File: config.mk
export PLATFORM = sky130hd
export DESIGN_NAME = lpbt_queue
export DESIGN_NICKNAME = d
export VERILOG_FILES = /design/src/sv/lpbt_pkg.sv /design/src/sv/lpbt_queue.sv
export SDC_FILE = /design/constraint.sdc
export NUM_CORES = 1
export LEC_CHECK = 0
export BUFFER_PORTS_ARGS = -buffer_cell sky130_fd_sc_hd__buf_4
export CELL_PAD_IN_SITES_DETAIL_PLACEMENT = 1
export CELL_PAD_IN_SITES_GLOBAL_PLACEMENT = 2
export CORE_ASPECT_RATIO = 0.75
export CORE_UTILIZATION = 39
export CTS_BUF_LIST = sky130_fd_sc_hd__clkbuf_4
export DETAILED_ROUTE_END_ITERATION = 10
export PLACE_DENSITY = 0.88
export SLEW_MARGIN = 20
export SYNTH_ARGS = -nofsm -noshare
export SYNTH_HDL_FRONTEND = slang
export SYNTH_SLANG_ARGS = --single-unit
export TNS_END_PERCENT = 20
File: constraint.sdc
create_clock -name clk -period 2.3 [get_ports clk]
set_input_delay 0.115 -clock clk [delete_from_list [all_inputs] [get_ports clk]]
set_output_delay 0.115 -clock clk [all_outputs]
set_load 0.01 [all_outputs]
File: src/sv/lpbt_pkg.sv
// Shared types, sizes and codes for the linear-probe block table.
// No dependencies; every other file of the block but lpbt_ram imports this package.
`default_nettype none

package lpbt_pkg;

  // Table geometry and field widths.
  localparam int TABLE_BITS  = 12;
  localparam int TAG_BITS    = 16;
  localparam int HANDLE_BITS = 16;

  localparam int SLOT_COUNT = 1 << TABLE_BITS;
  localparam int CNT_BITS   = TABLE_BITS + 1;

  // Port field widths.
  localparam int OP_BITS     = 2;
  localparam int ADDR_BITS   = 32;
  localparam int OUT_HANDLE  = 16;
  localparam int OUT_COUNT   = 13;
  localparam int IN_TDATA_W  = 40;
  localparam int OUT_TDATA_W = 32;

  // Fibonacci hash multiplier.
  localparam logic [31:0] HASH_MULT = 32'h9E37_79B1;

  // Load limit: an insert first clears the table at three-quarter load.
  localparam logic [CNT_BITS-1:0] LOAD_LIMIT = CNT_BITS'(SLOT_COUNT * 3 / 4);

  // The first live generation; zero is never live.
  localparam logic [TAG_BITS-1:0] GEN_ONE = TAG_BITS'(1);

  // Queue between the front and back parts (depth is a power of two).
  localparam int QUEUE_DEPTH = 2;
  localparam int QPTR_BITS   = $clog2(QUEUE_DEPTH);

  // Operation codes.
  localparam logic [OP_BITS-1:0] OP_FIND   = 2'd0;
  localparam logic [OP_BITS-1:0] OP_INSERT = 2'd1;
  localparam logic [OP_BITS-1:0] OP_CLEAR  = 2'd2;
  localparam logic [OP_BITS-1:0] OP_NONE   = 2'd3;

  // One classified item as it waits in the queue.
  typedef struct packed {
    logic [OP_BITS-1:0]    op;
    logic [ADDR_BITS-1:0]  addr;
    logic [TABLE_BITS-1:0] home;
  } item_t;

  // One table slot as stored in the slot memory.
  typedef struct packed {
    logic [ADDR_BITS-1:0]   key;
    logic [TAG_BITS-1:0]    tag;
    logic [HANDLE_BITS-1:0] handle;
  } slot_t;

  localparam int SLOT_WIDTH = $bits(slot_t);

  // One result beat.
  typedef struct packed {
    logic                  auto_cleared;
    logic [OUT_COUNT-1:0]  live_count;
    logic [OUT_HANDLE-1:0] block_handle;
    logic                  hit;
  } result_t;

endpackage

`default_nettype wire

File: src/sv/lpbt_queue.sv
// Short queue of classified items between the front and back parts.
// Depends on lpbt_pkg.
`default_nettype none

module lpbt_queue import lpbt_pkg::*; (
  input  wire logic  clk,
  input  wire logic  rst,
  input  wire logic  push_valid,
  output      logic  push_ready,
  input  wire item_t push_item,
  output      logic  pop_valid,
  input  wire logic  pop,
  output      item_t pop_item
);

  item_t                entries [QUEUE_DEPTH];
  logic [QPTR_BITS-1:0] wptr;
  logic [QPTR_BITS-1:0] rptr;
  logic [QPTR_BITS:0]   fill;
  logic                 do_push;
  logic                 do_pop;

  assign push_ready = fill != (QPTR_BITS + 1)'(QUEUE_DEPTH);
  assign pop_valid  = fill != '0;
  assign pop_item   = entries[rptr];
  assign do_push    = push_valid && push_ready;
  assign do_pop     = pop && pop_valid;

  // Pointers and fill level.
  always_ff @(posedge clk) begin
    if (rst) begin
      wptr <= '0;
      rptr <= '0;
      fill <= '0;
    end else begin
      if (do_push) begin
        wptr <= wptr + 1'b1;
      end
      if (do_pop) begin
        rptr <= rptr + 1'b1;
      end
      if (do_push && !do_pop) begin
        fill <= fill + 1'b1;
      end else if (do_pop && !do_push) begin
        fill <= fill - 1'b1;
      end
    end
  end

  // Entry storage.
  always_ff @(posedge clk) begin
    if (do_push) begin
      entries[wptr] <= push_item;
    end
  end

endmodule

`default_nettype wire

* Yosys cells after proc, flatten, opt, wreduce, memory -nomap -nowiden *
Memory sizes are Yosys's and may differ from the RTL's. A register that Yosys moved wholly into a read port is not among the register bits.
Index checks and enable logic that the tools add are counted.
Widths: inputs -> output; s select.

storage, ports and cells
  register bits = 4
  RAM bits = 92
  bits of input ports = 50
  output and inout bits = 48
  logic and storage cells = 23
  memories kept = 1

cells by class
  add/subtract/negate cells = 4
  eq/ne operators = 1
  mux-type cells = 6
  reduce and logical (&&, ||, !) cells = 8

memories
  name     depth  bits a word  read ports  clocked after memory_dff  write ports  RTL line          source
  entries  2      46           1           1                         1            lpbt_queue.sv:16  item_t entries [QUEUE_DEPTH];

operators by type and width
  kind                 count
  $logic_and 1x1->1    4
  $mux 1               4
  $mux 2               2
  $reduce_bool 2->1    2
  $add 1x1->1 const B  2
  $add 2x1->2 const B  1
  $logic_not 1->1      2
  $ne 2x2->1 const B   1
  $sub 2x1->2 const B  1

* Longest topological paths before layout *
Gate-level depths: netlist of run 1.

  word-level depth = 6
  gate-level depth with buffers = 6
  depth with buffers taken out = 6

* Least setup slack after synthesis of run 1 *
No wires, ideal clock.

  kind = register -> register
  start point = register fill[0]
  end point = memory entries[1][0] (netlist name) (enable)
  setup time = 0.408 ns
  arrival time = 1.787 ns
  data required time = 1.892 ns
  path slack = 0.104 ns
  stages on the path, launching flop included = 3
  path buffers = 0
  clock period less this slack = 2.196 ns
  path through = dfxtp_1 > nand2b_1 > and3_1

on the way
  cells in the longest elaborated chain, start to end = 4

ends and longest elaborated chain
  item                          RTL line          source
  start, declared               lpbt_queue.sv:19  logic [QPTR_BITS:0] fill;
  start signal, assigned        lpbt_queue.sv:43  fill <= fill + 1'b1;
  start signal, assigned        lpbt_queue.sv:45  fill <= fill - 1'b1;
  $ne 2x2->1                    lpbt_queue.sv:23  assign push_ready = fill != (QPTR_BITS + 1)'(QUEUE_DEPTH);
  via push_ready                lpbt_queue.sv:9   output logic push_ready,
  $logic_and 1x1->1             lpbt_queue.sv:26  assign do_push = push_valid && push_ready;
  $mux 1                        lpbt_queue.sv:52  if (do_push) begin
  $mux 1 (not written as such)  lpbt_queue.sv:53  entries[wptr] <= push_item;
  end, declared                 lpbt_queue.sv:16

The timed path passes the listed nets, and every way through them passes these cells.

==> run_results.csv, run 1 <==
group,metric,value,unit
layout,n_antenna_cell,0,
route,drt_first_iter_violations,53,
cts,cts_hold_buf,48,
power_and_ir_drop,p_per_area,900,nW/um^2
layout,finalInstanceArea,5030,um^2
run,drv.max_cap_violation_count,0,
worst_setup_path,r2r-start,"fill[0]",
power_and_ir_drop,peak_supply_drop,0.401,mV
cts,cts.sink_count,97,
yosys,synthTopCellsByArea,"sky130_fd_sc_hd__edfxtp_1 (78%), sky130_fd_sc_hd__mux2_2 (15%), sky130_fd_sc_hd__dfxtp_1 (2.8%)",
global_route,antenna_found_initial,0,
global_route,grt_start_max_net_pins,47,
worst_hold_path,min_path_type,"input pin to flip-flop",
outcome,failed_checks,"DRC",
route,avgViaCountPerCell,4.70,
route,wl_per_cell,16.6,um
cts,cts_setup_buffers,0,
sta,fin_skew,0.0166,ns
placement,port_buffers,97,
yosys,yosys_warnings,0,
global_route,first_global_vias,2271,
sta,final_report_max_slew_violation_count,0,
floorplanning,floorplan.initialDensity,0.410,
sta,final-hold-violation-count,0,
layout,synthToLayoutAreaGrowth,42.1,%
yosys,synth.most_common_cell,"sky130_fd_sc_hd__edfxtp_1",
floorplanning,chipHeight,84.5,um
route,routed-via-count,2040,
worst_hold_path,holdCritStartpoint,"pop",
worst_setup_path,worstPathMaxFanout,16,
cts,worst_skew_pair.late_latency,0.42,ns
power_and_ir_drop,power.switching,1.28,mW
floorplanning,core.rowCount,29,
yosys,yosys-top-cells-count,"sky130_fd_sc_hd__edfxtp_1 (92), sky130_fd_sc_hd__mux2_2 (46), sky130_fd_sc_hd__dfxtp_1 (5)",
placement,dp_worst_setup_slack,0.642,ns
yosys,asyncSetResetFlopFracSynth,0,
sta,count_of_endpoints_failing_setup_in_the_final_report,0,
placement,place_area,4440,um^2
floorplanning,design.core.area,8640,um^2
power_and_ir_drop,leakagePower,1.89,nW
cts,cts-resized-gates,0,
global_route,first_pass_grt_wire_length,11700,um
power_and_ir_drop,p_seq_frac,0.505,
sta,timing.final.ws_setup,0.502,ns
sta,grt_setup_unrepaired,"no",
yosys,syn_area_per_cell,21.2,um^2
cts,cts_tree,"done",
route,total_length_of_routed_wires,7190,um
floorplanning,die-width,112,um
yosys,synth_fp_nets,218,
yosys,synth-main-ff-cell,"sky130_fd_sc_hd__edfxtp_1",
sta,worst_pin_slew,0.349,ns
worst_setup_path,setup.worst_path.class,"flip-flop to output port",
cts,cts_htree_levels,3,
yosys,count_of_flip_flops_with_a_built_in_enable_after_synthesis,92,
layout,drive_gt1_frac,0.512,
yosys,ys_ff_latch,97,
yosys,sequential_element_share_of_the_synthesized_area,0.809,
outcome,outcome,"finished, violations left",
cts,clkTransAtPathRegs,0.14,ns
worst_setup_path,worstPathRequired,2.18,ns
yosys,post-synth-top-area-fraction,0.781,
route,route.detailed.drc,5,
power_and_ir_drop,swShare,0.282,
floorplanning,dieArea,9460,um^2
cts,clock_path_buffers,2,
power_and_ir_drop,p_clk_frac,0.171,
sta,finalCriticalPeriod,1.80,ns
sta,fmaxAchievable,556,MHz
layout,finish.net_count,373,
worst_setup_path,worst_setup_path_end_kind,"output port",
global_route,grt_use_total,0.163,
yosys,synthCells,167,
sta,setup_total_negative_slack,0,ns
yosys,ys_types,18,
floorplanning,boundaryPins,98,
global_route,grt_overflow,0,
sta,final.period_utilization,0.782,
yosys,synth_largest_area_cell,"sky130_fd_sc_hd__edfxtp_1",
power_and_ir_drop,intPower,3.25,mW
worst_setup_path,crit_arrival,1.68,ns
route,antenna_left,0,
power_and_ir_drop,combinationalPowerShare,0.324,
placement,finalWeightedCongestion,0.726,
cts,cts_buf_count,9,
cts,cts_root_buf,"sky130_fd_sc_hd__clkbuf_4",
yosys,synth.cell_area,3540,um^2
worst_setup_path,critPathLaunchType,"flip-flop",
route,dr.pass1.iters,7,
sta,timing.max_slew.rel_slack,0.767,
placement,place_hpwl,4530,um
## power by group through the flow
| stage | Sequential [mW] | Clock (mW) | Combinational (mW) |
|---|---|---|---|
| 2_1_floorplan | 2.30 | 0 | 0.769 |
| 3_3_place_gp | 2.31 | 0 | 1.38 |
| 3_5_place_dp | 2.33 | 0 | 1.40 |
| 4_1_cts | 2.29 | 0.808 | 1.48 |
| 5_1_grt | 2.31 | 0.871 | 1.58 |
| 6_report | 2.29 | 0.773 | 1.47 |
## area by class of cell
class / count / area, um^2
fillers: 802 / 3610
flip-flops and latches: 97 / 2860
repair buffers: 149 / 1280
multi-input cells: 64 / 638
well taps: 108 / 135
clock buffers: 11 / 82.6
clock inverters: 4 / 30.0
inverters: 1 / 3.75
## registers in the layout, summed over array words and instances (netlist names), named ones only
| name | cells |
|---|---|
| fill | 2 |
| wptr | 1 |
| entries | 92 |
| rptr | 1 |
## path summary, 6_finish.rpt
| path | cells past startpoint | slack [ns] | end |
|---|---|---|---|
| worst max register to register | 4 | 0.58 | entries[0][27] |
| worst max-delay path | 3 | 0.50 | pop_item[16] |
| worst min register to register | 2 | 0.52 | flip-flop |
| worst min-delay path | 4 | 0.12 | flip-flop |
## routing by layer
| layer | vias to the layer above | global-route usage | part of all wire |
|---|---|---|---|
| met5 | - | 0 | 0 |
| li1 | 967 | - | - |
| met3 | 8 | 0.0606 | 0.063 |
| met4 | 0 | 0.0364 | 0.0068 |
| met1 | 996 | 0.201 | 0.44 |
| met2 | 69 | 0.275 | 0.49 |
## through the flow
step	cells	hold slack (ns)	power (mW)	utilization
6_report	434	0.116	4.53	0.582
5_1_grt	434	0.102	4.76	0.582
4_1_cts	434	0.103	4.57	0.582
3_5_place_dp	371	0.303	3.73	0.514
3_3_place_gp	371	0.301	3.70	0.514
2_1_floorplan	167	0.184	3.06	-
## kinds of logic after synthesis
family | count (synthesis) | synth area share
compound gates | 5 | 0.00849
xor+xnor | 3 | 0.00743
fa+ha+maj | 1 | 0.00354
buf+inv | 6 | 0.0110
flops | 97 | 0.809
mux | 46 | 0.146
simple gates | 9 | 0.0142
## critical path: stages (launching register included)
cell	delay [ns]
sky130_fd_sc_hd__dfxtp_2	0.45
sky130_fd_sc_hd__buf_4	0.28
sky130_fd_sc_hd__mux2_2	0.38
sky130_fd_sc_hd__buf_4	0.15
## cell usage in the layout, fill, tap and decap left out, types with 2 or more instances in the layout
cell type,instances
sky130_fd_sc_hd__buf_12,3
sky130_fd_sc_hd__mux2_2,46
sky130_fd_sc_hd__dlygate4sd3_1,48
sky130_fd_sc_hd__nor2_1,3
sky130_fd_sc_hd__dfxtp_1,4
sky130_fd_sc_hd__clkbuf_4,11
sky130_fd_sc_hd__edfxtp_1,92
sky130_fd_sc_hd__a21oi_1,2
sky130_fd_sc_hd__xor2_1,3
sky130_fd_sc_hd__buf_4,98
sky130_fd_sc_hd__o21ai_0,2
Note: power is estimated with default switching activity, not from simulation.
==> run 2, diff against run 1 <==
- clock period: 2.3 -> 1.75 ns (I/O delays scaled with it)
==> run 2 against run 1 <==
  * The run still ends with DRC left
  * Flip-flop and latch count stayed put
  * Register-to-register slack lost 0.49 ns
  * Setup slack got worse by 0.41 ns
  * Sequential share of layout area fell by 1.2 points
  * Clock skew increased by 0.0025 ns
  * Non-clock buffer count up 2
  * Via count is 0.98% higher
  * Clock power is 82% higher
  * Wire length increased by 0.65%
  * Clock-buffer cell count down 2
==> run_results.csv, run 2 (synthesized netlist as in run 1, its figures left out) <==
group,metric,value,unit
sta,setup_total_negative_slack,0,ns
layout,synthToLayoutAreaGrowth,45.1,%
worst_hold_path,min_path_type,"input pin to flip-flop",
power_and_ir_drop,design_power_total,6.39,mW
cts,cts_root_buf,"sky130_fd_sc_hd__clkbuf_4",
sta,final.period_utilization,0.948,
placement,port_buffers,97,
layout,layout.cells.non_filler,437,
sta,timing.final.ws_setup,0.0904,ns
layout,layout_commonest_cell,"sky130_fd_sc_hd__buf_4",
power_and_ir_drop,peak_supply_drop,0.635,mV
cts,cts_buf_count,9,
floorplanning,floorplan.initialDensity,0.410,
sta,fin_skew,0.0191,ns
floorplanning,core.rowCount,29,
route,avgViaCountPerCell,4.71,
worst_setup_path,worstPathRequired,2.09,ns
layout,final_core_utilization,0.595,
route,wl_per_cell,16.6,um
sta,finalCriticalPeriod,1.66,ns
worst_setup_path,r2r_cells,4,
worst_setup_path,critical_path_cell_list,"o21ai_0 > ha_1 > or3_1 > a21oi_1",
cts,cts_setup_buffers,0,
worst_setup_path,critPathSlowestCell,"sky130_fd_sc_hd__dfxtp_1",
route,drt_first_iter_violations,54,
sta,timing.max_slew.rel_slack,0.743,
cts,cts.sink_count,97,
route,routed-via-count,2060,
floorplanning,design.core.area,8640,um^2
sta,grt_setup_unrepaired,"no",
global_route,grt_start_max_net_pins,26,
cts,cts_tree,"done",
placement,place_hpwl,4600,um
floorplanning,dieArea,9460,um^2
route,total_length_of_routed_wires,7240,um
run,drv.max_cap_violation_count,0,
sta,worst_pin_slew,0.382,ns
outcome,outcome,"finished, violations left",
cts,clkTransAtPathRegs,0.13,ns
layout,register_ranked_first_by_flip_flop_count,"entries",
placement,finalWeightedCongestion,0.701,
outcome,failed_checks,"DRC",
layout,layout_common_cells,"sky130_fd_sc_hd__buf_4 (98), sky130_fd_sc_hd__edfxtp_1 (92), sky130_fd_sc_hd__dlygate4sd3_1 (48), sky130_fd_sc_hd__mux2_2 (46), sky130_fd_sc_hd__clkbuf_4 (9)",
cts,cts_htree_levels,3,
layout,n_antenna_cell,0,
worst_setup_path,crit_cells,4,
sta,final_report_max_slew_violation_count,0,
route,dr.pass1.iters,9,
floorplanning,die-width,112,um
layout,largest_register_ffs,92,
worst_setup_path,cp_slowest_stage_delay,0.38,ns
power_and_ir_drop,p_per_area,1240,nW/um^2
layout,num-fill-cells,793,
worst_setup_path,path_delay_family,"compound AO/OA/AOI/OAI gates",
layout,seq_area,2860,um^2
layout,multi_input_area,646,um^2
worst_hold_path,hold_path_depth,4,
worst_setup_path,worstPathMaxFanout,5,
worst_setup_path,setup.worst_path.class,"flip-flop to flip-flop",
route,antenna_left,0,
global_route,first_pass_grt_wire_length,11200,um
worst_setup_path,worst_setup_path_end_kind,"flip-flop",
layout,layout_top_registers,"entries (92), fill (2)",
cts,worst_skew_pair.late_latency,0.41,ns
global_route,grt_overflow,0,
sta,final-hold-violation-count,0,
route,route.detailed.drc,6,
placement,dp_worst_setup_slack,0.0905,ns
global_route,antenna_found_initial,0,
layout,drive_gt1_frac,0.517,
sta,fmaxAchievable,603,MHz
global_route,grt_use_total,0.158,
worst_setup_path,crit_arrival,2.00,ns
layout,finish.net_count,375,
placement,number_of_cells_after_detailed_placement,373,
cts,clock_path_buffers,2,
global_route,first_global_vias,2248,
worst_setup_path,critPathLaunchType,"flip-flop",
power_and_ir_drop,leakagePower,1.94,nW
floorplanning,boundaryPins,98,
sta,count_of_endpoints_failing_setup_in_the_final_report,0,
worst_setup_path,path_buf_inv,0,
floorplanning,chipHeight,84.5,um
-- run 2: changes by cell type in the layout (fill, tap and decap cells not counted), sizes merged --
cell and change:
bufinv +3, clkinvlp -1, clkinv +1, clkbuf -2
buf +2
-- run 2: routing by layer --
layer,global-route usage,wire (um)
met1,0.181,3070
met4,0.0448,16
met5,0,0
met3,0.0455,329
met2,0.289,3830
-- run 2: power breakdown --
group	leakage, nW	switching, mW	internal [mW]
registers	0.901	0.0981	2.90
logic	0.940	0.903	1.08
clock network	0.0979	0.689	0.725
-- run 2: stage by stage --
step	hold slack, ns	area (um^2)
detailed placement	0.276	4450
global route	0.208	5130
floorplan	0.157	3540
finish	0.208	5130
CTS	0.158	5120
global placement	0.273	4450
-- run 2: worst reg2reg max path: stages, from the launching register on --
cell	delay (ns)
sky130_fd_sc_hd__dfxtp_1	0.38
sky130_fd_sc_hd__o21ai_0	0.36
sky130_fd_sc_hd__ha_1	0.34
sky130_fd_sc_hd__or3_1	0.37
sky130_fd_sc_hd__a21oi_1	0.15
-- run 2: layout make-up --
| class | count | area share |
|---|---|---|
| clock inverter | 7 | 0.0227 |
| clock buffer | 9 | 0.0132 |
| sequential | 97 | 0.558 |
| multi-input combinational | 64 | 0.126 |
| tap | 108 | 0.0263 |
| inverter | 1 | 0.000731 |
| timing repair buffer | 151 | 0.254 |
-- run 2: final timing paths --
path	slack, ns	endpoint	startpoint
min	0.21	flip-flop	pop
max	0.09	fill[1]	fill[1]
max reg2reg	0.09	fill[1]	fill[1]
min reg2reg	0.57	flip-flop	rptr
-- run 2: timing repair --
action,CTS,global route
hold buffers,48,0
gates resized for setup,1,3
hold endpoints to repair,97,0
setup endpoints to repair,25,8
