<file path="config.mk">
export PLATFORM = sky130hd
export DESIGN_NAME = lpbt_front
export DESIGN_NICKNAME = d
export VERILOG_FILES = /design/src/sv/lpbt_pkg.sv /design/src/sv/lpbt_front.sv
export SDC_FILE = /design/constraint.sdc
export NUM_CORES = 1
export LEC_CHECK = 0
export BUFFER_PORTS_ARGS = -buffer_cell sky130_fd_sc_hd__buf_2
export CAP_MARGIN = 20
export CORE_UTILIZATION = 50
export DETAILED_ROUTE_END_ITERATION = 6
export PLACE_DENSITY = 0.8
export SETUP_SLACK_MARGIN = 0.2
export SLEW_MARGIN = 5
export SYNTH_ARGS = -nofsm -noshare
export SYNTH_HDL_FRONTEND = slang
export SYNTH_SLANG_ARGS = --single-unit
</file>
<file path="constraint.sdc">
create_clock -name clk -period 9.7 [get_ports clk]
set_input_delay 1.455 -clock clk [delete_from_list [all_inputs] [get_ports clk]]
set_output_delay 1.455 -clock clk [all_outputs]
set_load 0.005 [all_outputs]
</file>
<file path="src/sv/lpbt_pkg.sv">
// Shared types, sizes and codes for the linear-probe block table.
// No dependencies; every other file of the block but lpbt_ram imports this package.
`default_nettype none

package lpbt_pkg;

  // Table geometry and field widths.
  localparam int TABLE_BITS  = 12;
  localparam int TAG_BITS    = 16;
  localparam int HANDLE_BITS = 16;

  localparam int SLOT_COUNT = 1 << TABLE_BITS;
  localparam int CNT_BITS   = TABLE_BITS + 1;

  // Port field widths.
  localparam int OP_BITS     = 2;
  localparam int ADDR_BITS   = 32;
  localparam int OUT_HANDLE  = 16;
  localparam int OUT_COUNT   = 13;
  localparam int IN_TDATA_W  = 40;
  localparam int OUT_TDATA_W = 32;

  // Fibonacci hash multiplier.
  localparam logic [31:0] HASH_MULT = 32'h9E37_79B1;

  // Load limit: an insert first clears the table at three-quarter load.
  localparam logic [CNT_BITS-1:0] LOAD_LIMIT = CNT_BITS'(SLOT_COUNT * 3 / 4);

  // The first live generation; zero is never live.
  localparam logic [TAG_BITS-1:0] GEN_ONE = TAG_BITS'(1);

  // Queue between the front and back parts (depth is a power of two).
  localparam int QUEUE_DEPTH = 2;
  localparam int QPTR_BITS   = $clog2(QUEUE_DEPTH);

  // Operation codes.
  localparam logic [OP_BITS-1:0] OP_FIND   = 2'd0;
  localparam logic [OP_BITS-1:0] OP_INSERT = 2'd1;
  localparam logic [OP_BITS-1:0] OP_CLEAR  = 2'd2;
  localparam logic [OP_BITS-1:0] OP_NONE   = 2'd3;

  // One classified item as it waits in the queue.
  typedef struct packed {
    logic [OP_BITS-1:0]    op;
    logic [ADDR_BITS-1:0]  addr;
    logic [TABLE_BITS-1:0] home;
  } item_t;

  // One table slot as stored in the slot memory.
  typedef struct packed {
    logic [ADDR_BITS-1:0]   key;
    logic [TAG_BITS-1:0]    tag;
    logic [HANDLE_BITS-1:0] handle;
  } slot_t;

  localparam int SLOT_WIDTH = $bits(slot_t);

  // One result beat.
  typedef struct packed {
    logic                  auto_cleared;
    logic [OUT_COUNT-1:0]  live_count;
    logic [OUT_HANDLE-1:0] block_handle;
    logic                  hit;
  } result_t;

endpackage

`default_nettype wire

</file>
<file path="src/sv/lpbt_front.sv">
// Front part: accepts input beats, hashes the address to its home slot.
// Depends on lpbt_pkg.
`default_nettype none

module lpbt_front import lpbt_pkg::*; (
  input  wire logic                  clk,
  input  wire logic                  rst,
  input  wire logic                  in_valid,
  output      logic                  in_ready,
  input  wire logic [OP_BITS-1:0]    in_op,
  input  wire logic [ADDR_BITS-1:0]  in_addr,
  output      logic                  push_valid,
  input  wire logic                  push_ready,
  output      item_t                 push_item
);

  logic        busy;
  item_t       item;
  logic [31:0] product;

  // Hash of the word address, modulo 2^32; the home slot is its top bits.
  assign product = {2'b00, in_addr[ADDR_BITS-1:2]} * HASH_MULT;

  assign in_ready   = !busy || push_ready;
  assign push_valid = busy;
  assign push_item  = item;

  // One register stage between the input port and the queue.
  always_ff @(posedge clk) begin
    if (rst) begin
      busy <= 1'b0;
    end else if (in_valid && in_ready) begin
      busy <= 1'b1;
    end else if (push_ready) begin
      busy <= 1'b0;
    end
  end

  always_ff @(posedge clk) begin
    if (in_valid && in_ready) begin
      item.op   <= in_op;
      item.addr <= in_addr;
      item.home <= product[31 -: TABLE_BITS];
    end
  end

endmodule

`default_nettype wire

</file>
# Word-level counts from Yosys, hierarchy flattened
# Index checks and enable logic that the tools add are counted.
word_totals:
  output_inout_bits: 48
  mem_bits_ro: 0
  ram_bits: 0
  regBits: 47
  latch_bits: 0
  wordCells: 11
  n_memories: 0
op_classes:
  mul: 1
  n_mux: 2
  n_div: 0
  n_lt_le_gt_ge: 0
  bitwise: 0
  reduce_logical: 4
  eq_ne: 0
  add_sub_neg: 0
  shift: 0
ops:
  columns: ["op", "n"]
  rows:
  - ["multiplier 30 x 32 -> 32 bit, second input constant", 1]
  - ["2-to-1 mux 1 bit", 2]
  - ["nonzero test 2 bit", 1]
  - ["logical AND 1 bit", 1]
  - ["logical NOT 1 bit", 1]
  - ["logical OR 1 bit", 1]

# Logic depth before layout (Yosys ltp)
# Gate-level depths: netlist (run 1).
logic_depth:
  ltp_word: 4
  depth_mapped: 23
  ltp_nobuf: 23

# Least setup slack after synthesis (run 1)
# Ideal clock, no wire load.
synth_timing:
  path_type: "input port to flip-flop"
  start: "in in_addr[11]"
  end: "reg item, in the netlist push_item[11], data pin"
  required_time_ps: 9438
  path_stages: 21
  path_slack_ps: 2419
  t_arrival_ps: 7019
  setup_time_ps: 262
  cell_sequence: "fa_1 > fa_1 > inv_1 > fa_1 > inv_1 > fa_1 > inv_1 > fa_1 > inv_1 > fa_1 > fa_1 > inv_1 > fa_1 > inv_1 > ha_1 > a211o_1 > or3_1 > o21ai_1 > o21ai_2 > o31ai_2 > xnor2_1"
synth_between:
  elab_chain_len: 1
synth_lines:
  columns: ["item", "line", "rtl"]
  rows:
  - ["start: declaration", "lpbt_front.sv:11", "input wire logic [ADDR_BITS-1:0] in_addr,"]
  - ["multiplier 30 x 32 -> 32 bit", "lpbt_front.sv:22", "assign product = {2'b00, in_addr[ADDR_BITS-1:2]} * HASH_MULT;"]
  - ["via product[31]", "lpbt_front.sv:19", "logic [31:0] product;"]
  - ["end: declaration", "lpbt_front.sv:18", "item_t item;"]
# The timed path passes the listed nets, and every way through them passes these cells.
# A chain may end at the register's enable or synchronous reset.

# Final worst setup path (run 1)
# Ends and elaborated chain as after synthesis.

==> results of run 1 <==
==> critical path: stages <==
cell                      delay [ns]
sky130_fd_sc_hd__buf_2          0.16
sky130_fd_sc_hd__fa_1           0.56
sky130_fd_sc_hd__fa_1           0.55
sky130_fd_sc_hd__inv_1          0.07
sky130_fd_sc_hd__fa_1           0.53
sky130_fd_sc_hd__inv_1          0.06
sky130_fd_sc_hd__fa_1           0.49
sky130_fd_sc_hd__inv_1          0.05
sky130_fd_sc_hd__fa_1           0.52
sky130_fd_sc_hd__inv_1          0.05
sky130_fd_sc_hd__fa_1           0.38
sky130_fd_sc_hd__fa_1           0.51
sky130_fd_sc_hd__inv_1          0.05
sky130_fd_sc_hd__fa_1           0.48
sky130_fd_sc_hd__inv_1          0.04
sky130_fd_sc_hd__ha_1           0.34
sky130_fd_sc_hd__a211o_1        0.30
sky130_fd_sc_hd__or3_1          0.31
sky130_fd_sc_hd__o21ai_1        0.14
sky130_fd_sc_hd__o21ai_2        0.12
sky130_fd_sc_hd__o31ai_2        0.20
sky130_fd_sc_hd__xnor2_1        0.10
==> final timing paths <==
| check | cells after the start | slack [ns] | to |
|---|---|---|---|
| worst max register to register | 3 | 7.98 | push_item[21] |
| worst min-delay path | 2 | 0.51 | push_valid |
| worst max-delay path | 22 | 2.26 | push_item[11] |
| worst min register to register | 2 | 0.51 | push_valid |
==> placed cells by master, fill, tap and decap left out, types with 2 or more instances in the layout <==
cell	count
sky130_fd_sc_hd__nand3_1	3
sky130_fd_sc_hd__nor2_1	8
sky130_fd_sc_hd__edfxtp_1	46
sky130_fd_sc_hd__and3_1	2
sky130_fd_sc_hd__bufinv_16	2
sky130_fd_sc_hd__o21ai_2	2
sky130_fd_sc_hd__buf_2	85
sky130_fd_sc_hd__ha_1	162
sky130_fd_sc_hd__inv_1	256
sky130_fd_sc_hd__a21oi_1	10
sky130_fd_sc_hd__a21o_1	4
sky130_fd_sc_hd__fa_1	189
sky130_fd_sc_hd__nand2b_1	3
sky130_fd_sc_hd__o21ai_1	6
sky130_fd_sc_hd__a31oi_1	2
sky130_fd_sc_hd__or2_2	2
sky130_fd_sc_hd__xor2_1	5
sky130_fd_sc_hd__xnor2_1	37
sky130_fd_sc_hd__nor3_1	2
sky130_fd_sc_hd__nand2_1	5
sky130_fd_sc_hd__clkbuf_16	5
==> stage by stage <==
stage	util [%]	cell area (um2)	std cells	hold slack (ns)
floorplan	-	9050	771	0.522
global placement	55.9	9760	1082	0.490
detailed placement	55.9	9760	1082	0.503
CTS	57.0	9960	1090	0.516
global route	57.0	9960	1090	0.565
finish	57.0	9960	1090	0.515
==> metal layers <==
metal	up-vias	wire, um	share of wire (%)
met2	156	9420	47
met1	2729	9000	45
met4	0	613	3.1
li1	2534	-	-
met5	-	0	0
met3	37	899	4.5
==> cell families after synthesis <==
group | count (synthesis) | synth area share, %
adder cells (fa/ha/maj) | 351 | 64.2
buffers and inverters | 256 | 10.6
flip-flops | 47 | 15.5
XOR/XNOR | 43 | 4.25
AO/OA/AOI/OAI | 39 | 3.24
AND/OR/NAND/NOR | 35 | 2.17
==> cell type report <==
cell class              count  area, um2
clock buffers               5        125
clock inverters             3       71.3
fillers                  1385       7520
inverters                 256        961
multi-input cells         468       6690
flip-flops and latches     47       1400
well taps                 225        282
repair buffers             86        433
==> state kept, by name, summed over array words and instances (netlist names) <==
| name | count |
|---|---|
| push_item | 46 |
| push_valid | 1 |
==> run summary, run 1 <==
result of the run = finished, final reports clean
warning count from the yosys run = 0
number of antenna violations at the first check in global routing = 0
global placement routability congestion = 0.964
Clock Sink Count = 47
async set-or-reset flop fraction in the synthesized netlist = 0%
Slew Limit Fails = 0
hold-fix buffers at CTS = 0
relative slew slack = 66.0%
clk_lat worst skew = 0.31 ns
floorplan die height = 137 um
detailed-route DRC error count = 0
worst hold path class = reg -> reg
dominant cell by count in the synthesized netlist = sky130_fd_sc_hd__inv_1
H-tree levels = 2
PortBufs = 85
total wire length after detailed routing = 19900 um
worst endpoint required time = 9.74 ns
actual transition at the worst max-transition pin = 0.510 ns
portion of synthesized cell area occupied by the leading cell type = 41.8%
clock-pin slew on the worst setup and hold paths = 0.07 ns
Worst Path Arrival = 7.48 ns
maximum fanout encountered on the critical timing path = 7
buffers inserted during post-CTS setup optimization = 0
HPWL after detailed placement = 17600 um
overall global routing resource usage = 23.3%
number of global-route vias before repair = 5819
final critical-path share of the clock period = 76.7%
Setup Total Neg Slack = 0 ns
number of antenna repair diodes = 0
maxcap violations = 0
core area = 17500 um2
pre-CTS setup slack = 1.92 ns
Post-synth EDFFs = 46
first-pass GRT wire length = 31400 um
crit path setup slack, layout = 2.26 ns
crit path capture type = flop
antenna-violating nets left = 0
number of CTS-inserted buffers = 5
ratio of cells with drive above 1 in the final layout = 12.8%
pin count of the biggest net entering global routing = 25
global route total overflow = 0
clock tree root buffer cell = sky130_fd_sc_hd__clkbuf_16
start point of the critical path = in_addr[11]
# rows = 48
drt via density = 5.01
FF+latch count, synth = 47
startpoint of the worst register-to-register path = push_valid
flip-flop cell with the highest count after synthesis = sky130_fd_sc_hd__edfxtp_1
GR Util met2 = 37.5%
Area growth syn-to-layout = 10.1%
number of nets in the layout = 1253
largest cells by area after synthesis = sky130_fd_sc_hd__fa_1 42%, sky130_fd_sc_hd__ha_1 22%, sky130_fd_sc_hd__edfxtp_1 15%, sky130_fd_sc_hd__inv_1 11%, sky130_fd_sc_hd__xnor2_1 3.6%
clock skew = 0.00868 ns
wire length per cell = 18.3 um
mean area per synthesized cell = 11.7 um2
synthesized instance count = 771
detailed-route via count = 5456
met1 GRT Util = 31.8%
Resized Gates After CTS = 0
CTS tree = done
horizontal die dimension = 137 um
drt pass-1 iters = 5
area enclosed by the die boundary = 18600 um2
Seq/Total Area, Yosys = 15.5%
most instantiated cells after synthesis = 256 x sky130_fd_sc_hd__inv_1, 189 x sky130_fd_sc_hd__fa_1, 162 x sky130_fd_sc_hd__ha_1, 46 x sky130_fd_sc_hd__edfxtp_1, 37 x sky130_fd_sc_hd__xnor2_1
setup violation total in the final timing report = 0
final period demand of the worst path = 7.44 ns
critical path class = in -> reg
startpoint type of the worst setup path = input port
hold violation total from the final report = 0
maximum clock path buffer count = 2
distinct cell type count of the synthesized netlist = 44
Top Ports = 86
DRC violation total after the first TritonRoute iteration = 255
most crowded layer after global routing = met2
Fmax = 134 MHz
unrepaired setup endpoints after global routing = no
synthesized netlist net count = 1160
met3 usage in global routing = 4.11%
Mapped Area = 9050 um2
largest area contributor in the netlist = sky130_fd_sc_hd__fa_1
hold_sp = push_valid
Initial Util = 51.8%
Power of run 1 is left out: the tool's default activity adds up to more than one toggle a clock period on the data nets, which glitch-free logic cannot reach.
==> run 2: changes to the inputs <==
--- a/config.mk
+++ b/config.mk
@@ -5,11 +5,12 @@
 export SDC_FILE = /design/constraint.sdc
 export NUM_CORES = 1
 export LEC_CHECK = 0
+export ABC_AREA = 1
 export BUFFER_PORTS_ARGS = -buffer_cell sky130_fd_sc_hd__buf_2
 export CAP_MARGIN = 20
 export CORE_UTILIZATION = 50
 export DETAILED_ROUTE_END_ITERATION = 6
-export PLACE_DENSITY = 0.8
+export PLACE_DENSITY = 0.82
 export SETUP_SLACK_MARGIN = 0.2
 export SLEW_MARGIN = 5
 export SYNTH_ARGS = -nofsm -noshare
==> constraint.sdc (replaced) <==
create_clock -name clk -period 6.45 [get_ports clk]
set_input_delay 0.9675 -clock clk [delete_from_list [all_inputs] [get_ports clk]]
set_output_delay 0.9675 -clock clk [all_outputs]
set_load 0.005 [all_outputs]
==> run 2 against run 1 <==
Effect of this change: the flow now finishes with violations (negative setup slack); non-clock buffer count increased by 125; final cell count is 35% higher; flip-flop and latch count did not move; clock skew about the same; critical endpoint unchanged.
==> run summary, run 2 <==
adder and majority cell fraction of the synthesized area = 59.5% (was 64.2%)
Clock Sink Count = 47 (unchanged)
Slew Limit Fails = 0 (unchanged)
failing checks = negative setup slack
number of nets in the layout = 1598 (was 1253)
number of antenna violations at the first check in global routing = 0 (unchanged)
synthesized netlist net count = 1380 (was 1160)
Initial Util = 51.6% (was 51.8%)
drt via density = 5.00 (was 5.01)
FF+latch count, synth = 47 (unchanged)
maximum clock path buffer count = 2 (unchanged)
flip-flop cell with the highest count after synthesis = sky130_fd_sc_hd__edfxtp_1 (unchanged)
critical path depth = 22 (unchanged)
startpoint of the worst register-to-register path = push_valid (unchanged)
portion of synthesized cell area occupied by the leading cell type = 38.7% (was 41.8%)
clock-pin slew on the worst setup and hold paths = 0.07 ns (about the same)
dominant cell by count in the synthesized netlist = sky130_fd_sc_hd__inv_1 (unchanged)
critical path class = in -> reg (unchanged)
distinct cell type count of the synthesized netlist = 33 (was 44)
overall global routing resource usage = 27.6% (was 23.3%)
horizontal die dimension = 142 um (was 137 um)
H-tree levels = 2 (unchanged)
pre-CTS setup slack = -0.438 ns (was 1.92 ns)
synthesized instance count = 991 (was 771)
Worst Path Arrival = 6.57 ns (was 7.48 ns)
clock tree root buffer cell = sky130_fd_sc_hd__clkbuf_16 (unchanged)
CTS tree = done (unchanged)
setup violation total in the final timing report = 4 (was 0)
start point of the critical path = in_addr[10] (was in_addr[11])
DRC violation total after the first TritonRoute iteration = 259 (was 255)
detailed-route DRC error count = 0 (unchanged)
max FFs per register = 46 (unchanged)
area enclosed by the die boundary = 20100 um2 (was 18600 um2)
most instantiated cells after synthesis = 305 x sky130_fd_sc_hd__inv_1, 189 x sky130_fd_sc_hd__fa_1, 162 x sky130_fd_sc_hd__ha_1, 134 x sky130_fd_sc_hd__nand2_1, 46 x sky130_fd_sc_hd__edfxtp_1 (was 256 x sky130_fd_sc_hd__inv_1, 189 x sky130_fd_sc_hd__fa_1, 162 x sky130_fd_sc_hd__ha_1, 46 x sky130_fd_sc_hd__edfxtp_1, 37 x sky130_fd_sc_hd__xnor2_1)
relative slew slack = 58.1% (was 66.0%)
worst path bufs/invs = 5 (was 7)
end of the critical path = push_item[11] (unchanged)
maxcap violations = 0 (unchanged)
warning count from the yosys run = 0 (unchanged)
Mapped Area = 9770 um2 (was 9050 um2)
Seq/Total Area, Yosys = 14.3% (was 15.5%)
cell chain of the critical path = clkbuf_4 -> fa_2 -> fa_2 -> inv_1 -> fa_1 -> fa_2 -> fa_1 -> fa_1 -> inv_1 -> fa_1 -> ha_1 -> ha_1 -> nand2_2 -> nor2_1 -> inv_1 -> nor2_2 -> and3_1 -> nand2_1 -> nand3_2 -> inv_1 -> nand3_1 -> nand2_1 (was buf_2 -> fa_1 -> fa_1 -> inv_1 -> fa_1 -> inv_1 -> fa_1 -> inv_1 -> fa_1 -> inv_1 -> fa_1 -> fa_1 -> inv_1 -> fa_1 -> inv_1 -> ha_1 -> a211o_1 -> or3_1 -> o21ai_1 -> o21ai_2 -> o31ai_2 -> xnor2_1)
Worst Hold Slack = 0.528 ns (was 0.515 ns)
drt pass-1 iters = 6 (was 5)
PortBufs = 85 (unchanged)
hold violation total from the final report = 0 (unchanged)
dominant combinational cell family by area after synthesis = adder cells (unchanged)
total wire length after detailed routing = 25700 um (was 19900 um)
crit path setup slack, layout = -0.0627 ns (was 2.26 ns)
final period demand of the worst path = 6.51 ns
core area = 19000 um2 (was 17500 um2)
clock skew = 0.00828 ns (was 0.00868 ns)
largest cells by area after synthesis = sky130_fd_sc_hd__fa_1 39%, sky130_fd_sc_hd__ha_1 21%, sky130_fd_sc_hd__edfxtp_1 14%, sky130_fd_sc_hd__inv_1 12%, sky130_fd_sc_hd__nand2_1 5.1% (was sky130_fd_sc_hd__fa_1 42%, sky130_fd_sc_hd__ha_1 22%, sky130_fd_sc_hd__edfxtp_1 15%, sky130_fd_sc_hd__inv_1 11%, sky130_fd_sc_hd__xnor2_1 3.6%)
floorplan die height = 142 um (was 137 um)
cell family contributing the most delay on the critical path = adder cells (unchanged)
detailed-route via count = 7356 (was 5456)
antenna-violating nets left = 0 (unchanged)
maximum fanout encountered on the critical timing path = 6 (was 7)
clk_lat worst skew = 0.31 ns (about the same)
unrepaired setup endpoints after global routing = yes (was no)
final critical-path share of the clock period = 101%
largest area contributor in the netlist = sky130_fd_sc_hd__fa_1 (unchanged)
slowest stage delay, CP = 0.57 ns (was 0.56 ns)
most frequent standard cell in the layout excluding fill and tap cells = sky130_fd_sc_hd__inv_1 (unchanged)
actual transition at the worst max-transition pin = 0.628 ns (was 0.510 ns)
worst hold path class = reg -> reg (unchanged)
global placement routability congestion = 0.985 (was 0.964)
startpoint type of the worst setup path = input port (unchanged)
number of antenna repair diodes = 0 (unchanged)
result of the run = complete, but fails checks (was finished, final reports clean)
Top Ports = 86 (unchanged)
number of CTS-inserted buffers = 5 (unchanged)
mean area per synthesized cell = 9.86 um2 (was 11.7 um2)
Register-to-Register Setup Slack = 5.04 ns (was 7.98 ns)
highest-count cells in the layout ignoring fill and taps = 280 x sky130_fd_sc_hd__inv_1, 168 x sky130_fd_sc_hd__fa_1, 136 x sky130_fd_sc_hd__ha_1, 121 x sky130_fd_sc_hd__nand2_1, 118 x sky130_fd_sc_hd__buf_4 (was 256 x sky130_fd_sc_hd__inv_1, 189 x sky130_fd_sc_hd__fa_1, 162 x sky130_fd_sc_hd__ha_1, 85 x sky130_fd_sc_hd__buf_2, 46 x sky130_fd_sc_hd__edfxtp_1)
async set-or-reset flop fraction in the synthesized netlist = 0% (unchanged)
pin count of the biggest net entering global routing = 47 (was 25)
worst reg2reg path depth = 2 (was 3)
worst endpoint required time = 6.51 ns (was 9.74 ns)
xor/xnor share of the synthesized area = 2.24% (was 4.25%)
Area growth syn-to-layout = 26.5% (was 10.1%)
multiplexer share of the synthesized area = 0% (unchanged)
number of global-route vias before repair = 8138 (was 5819)
global route total overflow = 0 (unchanged)
fraction of the mapped netlist area in compound gates = 2.82% (was 3.24%)
HPWL after detailed placement = 22000 um (was 17600 um)
wire length per cell = 17.5 um (was 18.3 um)
crit path capture type = flop (unchanged)
hold-fix buffers at CTS = 0 (unchanged)
Slowest cell on crit path = sky130_fd_sc_hd__fa_2 (was sky130_fd_sc_hd__fa_1)
Post-synth EDFFs = 46 (unchanged)
first-pass GRT wire length = 40900 um (was 31400 um)
ratio of cells with drive above 1 in the final layout = 30.2% (was 12.8%)
# rows = 50 (was 48)
Fmax = 154 MHz
capturing point of the worst reg2reg path = push_item[8] (was push_item[21])
basic-gate share of the synthesized area counting and, or, nand and nor cells = 9.28% (was 2.17%)
[run 2: cell count changes in the layout (fill, tap and decap cells not counted), moves of 21 or more]
cell / before / now
sky130_fd_sc_hd__buf_4: 1 / 118
sky130_fd_sc_hd__nand2_1: 5 / 121
sky130_fd_sc_hd__inv_2: 0 / 29
sky130_fd_sc_hd__ha_1: 162 / 136
sky130_fd_sc_hd__xnor2_1: 37 / 12
sky130_fd_sc_hd__inv_1: 256 / 280
sky130_fd_sc_hd__fa_1: 189 / 168
sky130_fd_sc_hd__fa_2: 0 / 21
sky130_fd_sc_hd__ha_4: 0 / 21
[run 2: what timing repair did]
| action | 4_1_cts | 5_1_grt |
|---|---|---|
| pin swaps | 39 | 66 |
| cloned | 0 | 0 |
| gates resized for setup | 49 | 90 |
| setup endpoints to repair | 12 | 12 |
| buffers inserted | 6 | 7 |
[run 2: kinds of logic after synthesis]
| family | after synthesis |
|---|---|
| compound gates | 46 |
| xor+xnor | 25 |
| fa+ha+maj | 351 |
| simple gates | 213 |
| flops | 47 |
| buf+inv | 309 |
[run 2: area by class of cell]
class / instances / area (um2)
sequential: 47 / 1400
inverter: 309 / 1160
tap: 260 / 325
fill: 1445 / 6590
multi-input combinational: 635 / 7860
clock buffer: 5 / 125
clock inverter: 3 / 18.8
timing repair buffer: 211 / 1470
[run 2: how the worst min path moves through the flow]
stage               startpoint  cells after the start          to  slack [ns]
floorplan           push_valid                      2  push_valid        0.51
global placement    push_valid                      2  push_valid        0.51
detailed placement  push_valid                      2  push_valid        0.52
CTS                 push_valid                      2  push_valid        0.53
global route        push_valid                      2  push_valid        0.55
finish              push_valid                      2  push_valid        0.53
[run 2: worst reg2reg max path: stages (launching register included)]
cell and delay [ns]:
sky130_fd_sc_hd__dfxtp_1 0.35, sky130_fd_sc_hd__a21oi_4 0.14, sky130_fd_sc_hd__buf_4 0.51
[run 2: layer usage]
| metal | up-vias | part of all wire, % | track usage [%] |
|---|---|---|---|
| li1 | 3410 | - | - |
| met1 | 3621 | 39 | 33.5 |
| met2 | 240 | 50 | 47.8 |
| met3 | 85 | 4.7 | 3.48 |
| met4 | 0 | 5.4 | 14.9 |
| met5 | - | 0 | 0 |
[run 2: stage by stage]
stage / std cells / util [%] / cell area, um2 / TNS (ns)
final: 1470 / 65.2 / 12400 / -0.145
after CTS: 1463 / 62.8 / 11900 / -0.0270
after global routing: 1470 / 65.2 / 12400 / -1.53
after detailed placement: 1449 / 60.9 / 11500 / -4.13
after global placement: 1449 / 60.9 / 11500 / -3.63
after floorplan: 991 / - / 9940 / 0
Power of run 2 is left out for the same reason.
